`config.mk`:
```
export PLATFORM = sky130hd
export DESIGN_NAME = mpfs_ctrl
export DESIGN_NICKNAME = d
export VERILOG_FILES = /design/src/rtl/mpfs_pkg.sv /design/src/rtl/mpfs_ctrl.sv
export SDC_FILE = /design/constraint.sdc
export NUM_CORES = 1
export LEC_CHECK = 0
export BUFFER_PORTS_ARGS = -buffer_cell sky130_fd_sc_hd__buf_2
export CAP_MARGIN = 0
export CORE_AREA = 5 5 42 44
export DETAILED_ROUTE_END_ITERATION = 8
export DIE_AREA = 0 0 47 49
export GPL_ROUTABILITY_DRIVEN = 0
export PLACE_DENSITY = 0.53
export SLEW_MARGIN = 10
export SYNTH_ARGS = -nofsm -noshare
export SYNTH_HDL_FRONTEND = slang
export SYNTH_SLANG_ARGS = --single-unit
```
`constraint.sdc`:
```
create_clock -name clk_i -period 1.1 [get_ports clk_i]
set_input_delay 0.22 -clock clk_i [delete_from_list [all_inputs] [get_ports clk_i]]
set_output_delay 0.22 -clock clk_i [all_outputs]
set_load 0.01 [all_outputs]
```
`src/rtl/mpfs_pkg.sv`:
```
// shared types and constants for the page-mode frame store streamer
// no dependencies; used by mpfs_ctrl, mpfs_dp, the top level and the testbench
`default_nettype none

package mpfs_pkg;

  // item operation codes
  typedef enum logic [1:0] {
    OP_DRAW    = 2'd0,
    OP_CLEAR   = 2'd1,
    OP_REFRESH = 2'd2,
    OP_TICK    = 2'd3
  } op_e;

  // controller states
  typedef enum logic [1:0] {
    ST_CLEAR,
    ST_IDLE,
    ST_DRAW_WR,
    ST_TICK_OUT
  } state_e;

  // panel command bytes sent ahead of each page
  localparam logic [7:0] CMD_PAGE_BASE = 8'hB0;
  localparam logic [7:0] CMD_COL_LOW   = 8'h00;
  localparam logic [7:0] CMD_COL_HIGH  = 8'h10;

  // controller to datapath commands
  typedef struct packed {
    logic draw_rd;    // read the byte a draw word targets, latch its address
    logic draw_wr;    // write back the modified byte
    logic tick_rd;    // read the byte for the current refresh position
    logic tick_emit;  // load the output register and advance the refresh counters
    logic clr_start;  // restart the clear sweep at address zero
    logic clr_wr;     // write zero at the sweep address
    logic arm;        // arm a refresh from page zero
  } ctrl_cmd_t;

  // datapath to controller status
  typedef struct packed {
    logic on_screen;  // incoming draw coordinates fall inside the panel
    logic armed;      // a refresh is in progress
    logic clr_done;   // sweep address is at the last entry
    logic can_emit;   // output register is free or drains this cycle
  } dp_stat_t;

endpackage

`default_nettype wire

```
`src/rtl/mpfs_ctrl.sv`:
```
// controller state machine: sequences draws, ticks and clear sweeps
// depends on mpfs_pkg
`default_nettype none

module mpfs_ctrl (
  input  wire logic                 clk_i,
  input  wire logic                 rst_ni,
  input  wire logic                 valid_i,
  input  wire logic [1:0]           opcode_i,
  input  wire mpfs_pkg::dp_stat_t   stat_i,
  output      logic                 ready_o,
  output      mpfs_pkg::ctrl_cmd_t  cmd_o
);

  mpfs_pkg::state_e state_q, state_d;
  mpfs_pkg::op_e    op;

  assign op = mpfs_pkg::op_e'(opcode_i);

  // state register, reset starts with a clearing pass
  always_ff @(posedge clk_i or negedge rst_ni) begin
    if (!rst_ni) begin
      state_q <= mpfs_pkg::ST_CLEAR;
    end else begin
      state_q <= state_d;
    end
  end

  // next state and commands
  always_comb begin
    state_d = state_q;
    cmd_o   = '0;
    ready_o = 1'b0;
    unique case (state_q)
      mpfs_pkg::ST_CLEAR: begin
        cmd_o.clr_wr = 1'b1;
        if (stat_i.clr_done) begin
          state_d = mpfs_pkg::ST_IDLE;
        end
      end
      mpfs_pkg::ST_IDLE: begin
        ready_o = 1'b1;
        if (valid_i) begin
          unique case (op)
            mpfs_pkg::OP_DRAW: begin
              if (stat_i.on_screen) begin
                cmd_o.draw_rd = 1'b1;
                state_d       = mpfs_pkg::ST_DRAW_WR;
              end
            end
            mpfs_pkg::OP_CLEAR: begin
              cmd_o.clr_start = 1'b1;
              cmd_o.arm       = 1'b1;
              state_d         = mpfs_pkg::ST_CLEAR;
            end
            mpfs_pkg::OP_REFRESH: begin
              cmd_o.arm = 1'b1;
            end
            mpfs_pkg::OP_TICK: begin
              if (stat_i.armed) begin
                cmd_o.tick_rd = 1'b1;
                state_d       = mpfs_pkg::ST_TICK_OUT;
              end
            end
            default: begin
              state_d = mpfs_pkg::ST_IDLE;
            end
          endcase
        end
      end
      mpfs_pkg::ST_DRAW_WR: begin
        cmd_o.draw_wr = 1'b1;
        state_d       = mpfs_pkg::ST_IDLE;
      end
      mpfs_pkg::ST_TICK_OUT: begin
        if (stat_i.can_emit) begin
          cmd_o.tick_emit = 1'b1;
          state_d         = mpfs_pkg::ST_IDLE;
        end
      end
      default: begin
        state_d = mpfs_pkg::ST_IDLE;
      end
    endcase
  end

endmodule

`default_nettype wire

```
==> impl_metrics.ini <==
[finish]
syn2layout_area_growth_pct = 83.2
layout_commonest_cell = buf_2
fin_util_pct = 33.0
final_cell_mix = 12 x buf_2, 4 x ha_1, 4 x buf_6, 4 x buf_4
stdcell_count = 68
drive_gt1_share_pct = 61.5
fin_nets = 67
num_antenna_cells = 0
largest_reg_flops = 2
reg.largest.list = state_q (2)
largest-register = state_q
fillers = 165

[power_and_ir_drop]
total_power_w = 0.000481
switching_share_pct = 29.6
p_int_w = 0.000339
p_sw_w = 0.000142
power_frac_comb_pct = 47.2
p_clk_share_pct = 33.8
powerDensity_mw_per_mm2 = 1040
p_seq_share_pct = 19.0
ir_drop_mv = 0.277
power.leakage_nw = 0.252

[global_routing]
antenna_found_initial = 0
grt_pass1_wl_um = 1210
overflow = 0
track_usage_pct = 7.46
grt_max_degree = 8
grt_pass1_vias = 276

[sta]
rsz0062_at_grt = true
hold_violations = 0
setup_violations = 9
worst_slew_pin_slew_ns = 0.248
hold_slack_ns = 0.197
slew_headroom_pct = 83.3
drv_slew = 0
post-route-period-util_pct = 127
period_needed_ns = 1.39
max_freq_mhz = 717
finalWorstSetupSlack_ns = -0.295
fin_worst_skew_ns = 0.0000610

[synthesis]
synth_warnings = 0
netlist_area_um2 = 253
ys_seq_area_share_pct = 19.8
syn_nets = 41
syn_avg_cell_area_um2 = 9.03
synth_cell_type_count = 19
ys_ff_latch = 2
netlist_instances = 28

[worst_setup_path]
crit_family = simple AND/OR/NAND/NOR gates
max_stage_delay_ns = 0.39
critPathMaxFanout = 3
cp.required_ns = 0.88
crit_path_start_kind = flip-flop
cp_data_arrival_time_ns = 1.17
cp-end-kind = output pin
cpMaxStageDelayCell = dfrtp_1
crit_chain = nor2b_4, and2_4, and3_4, buf_6
crit_buf_inv = 1
critPathKind = flip-flop to output pin

[clocking]
tritoncts = done
numCtsBuffers = 3
htreeDepth = 1
cts_root_buf = clkbuf_4
cts_buffer_depth = 2
cts.sinks = 2
clkLatencyLatePin_ns = 0.22
clkSlewWorstSetupHoldPaths_ns = 0.03

[placement]
place_worst_setup_slack_ns = -0.0998
post-place-cells = 62
portBuffers = 16

[run_status]
outcome = finished with violations
failed_checks = negative setup slack

[routing]
vias = 280
drtIter0Drc = 1
vias_per_cell = 4.12
post-route-drc-count = 0
postRouteAntennaNets = 0
wl_per_cell_um = 10.9
wirelength_um = 739
dr.pass1.iters = 2

[die]
die_h_um = 49
core_mm2 = 0.00140
top_level_ports = 17
initial_core_util_pct = 18.0
fp.dieArea_mm2 = 0.00230
rows = 14
die_width_um = 47

[job]
drv_cap = 0

[min_path]
hp-class = input port to flip-flop
-- metrics by stage --
step	instance area, µm²	setup TNS (ns)
floorplan	253	-0.131
global placement	368	-0.303
detailed placement	368	-0.322
CTS	449	-1.81
global route	463	-2.41
finish	463	-1.75
-- cell type report --
class / count / area [µm²] / share of cell area [%]
well taps: 16 / 20.0 / 4.32
clock buffers: 3 / 22.5 / 4.86
repair buffers: 21 / 145 / 31.4
inverters: 2 / 7.51 / 1.62
flip-flops and latches: 2 / 50.0 / 10.8
multi-input cells: 24 / 218 / 47.0
-- cell usage after synthesis, drive strengths merged --
library cell  count  area share, %
and3              5             14
ha                4             20
dfrtp             2             20
inv               2            3.0
nand2b            2            4.9
nor2b             2            7.9
and2              1            2.5
and2b             1            3.5
mux2i             1            4.0
nand2             1            1.5
nand3             1            2.0
nand3b            1            3.0
nor2              1            1.5
nor3              1            2.0
nor3b             1            4.9
o22ai             1            2.5
o32ai             1            3.5
-- worst reg2reg max path, stage by stage, from the launching register on --
cell and delay [ns]:
dfrtp_1 0.39, buf_4 0.17, nor3b_2 0.16, nand3_1 0.10, o32ai_2 0.20
-- final timing paths --
check                                 from          to  slack, ns  depth (start not counted)
worst max-delay path            state_q[1]    cmd_o[6]      -0.29                          4
max in group asynchronous           rst_ni  state_q[1]       0.70                          2
worst min register to register  state_q[0]  state_q[0]       0.66                          3
worst max register to register  state_q[1]  state_q[1]      -0.01                          4
worst min-delay path             stat_i[0]  state_q[1]       0.20                          2
min in group asynchronous           rst_ni  state_q[0]       0.31                          2
-- kinds of logic (layout without fill, tap and decap cells) --
| group | after synthesis | in the layout | synth area share, % |
|---|---|---|---|
| flip-flops | 2 | 2 | 19.8 |
| AND/OR/NAND/NOR | 17 | 17 | 47.5 |
| buffers and inverters | 2 | 26 | 2.97 |
| multiplexers | 1 | 1 | 3.96 |
| AO/OA/AOI/OAI | 2 | 2 | 5.94 |
| adder cells (fa/ha/maj) | 4 | 4 | 19.8 |
-- power groups by stage --
| stage | combinational [W] | clock, W | sequential, W |
|---|---|---|---|
| floorplan | 0.0000835 | 0 | 0.0000999 |
| global placement | 0.000166 | 0 | 0.0000913 |
| global route | 0.000251 | 0.000187 | 0.0000932 |
| CTS | 0.000208 | 0.000174 | 0.0000914 |
| detailed placement | 0.000165 | 0 | 0.0000921 |
| finish | 0.000227 | 0.000162 | 0.0000913 |
-- timing repair --
item | 4_1_cts | 5_1_grt
setup buffers | 1 | 1
endpoints found under the hold margin | 2 | 0
hold buffers | 1 | 0
endpoints found under the setup margin | 9 | 9
resized for setup | 8 | 1
pin swaps | 1 | 0
-- per-layer routing --
layer | GRT usage (%) | part of all wire, % | vias up
met2 | 11.1 | 48 | 11
met3 | 4.43 | 11 | 0
met4 | 2.76 | 0 | 0
met5 | 0 | 0 | -
li1 | - | - | 146
met1 | 8.57 | 40 | 123
No activity file was read; power rests on OpenSTA's default activity.
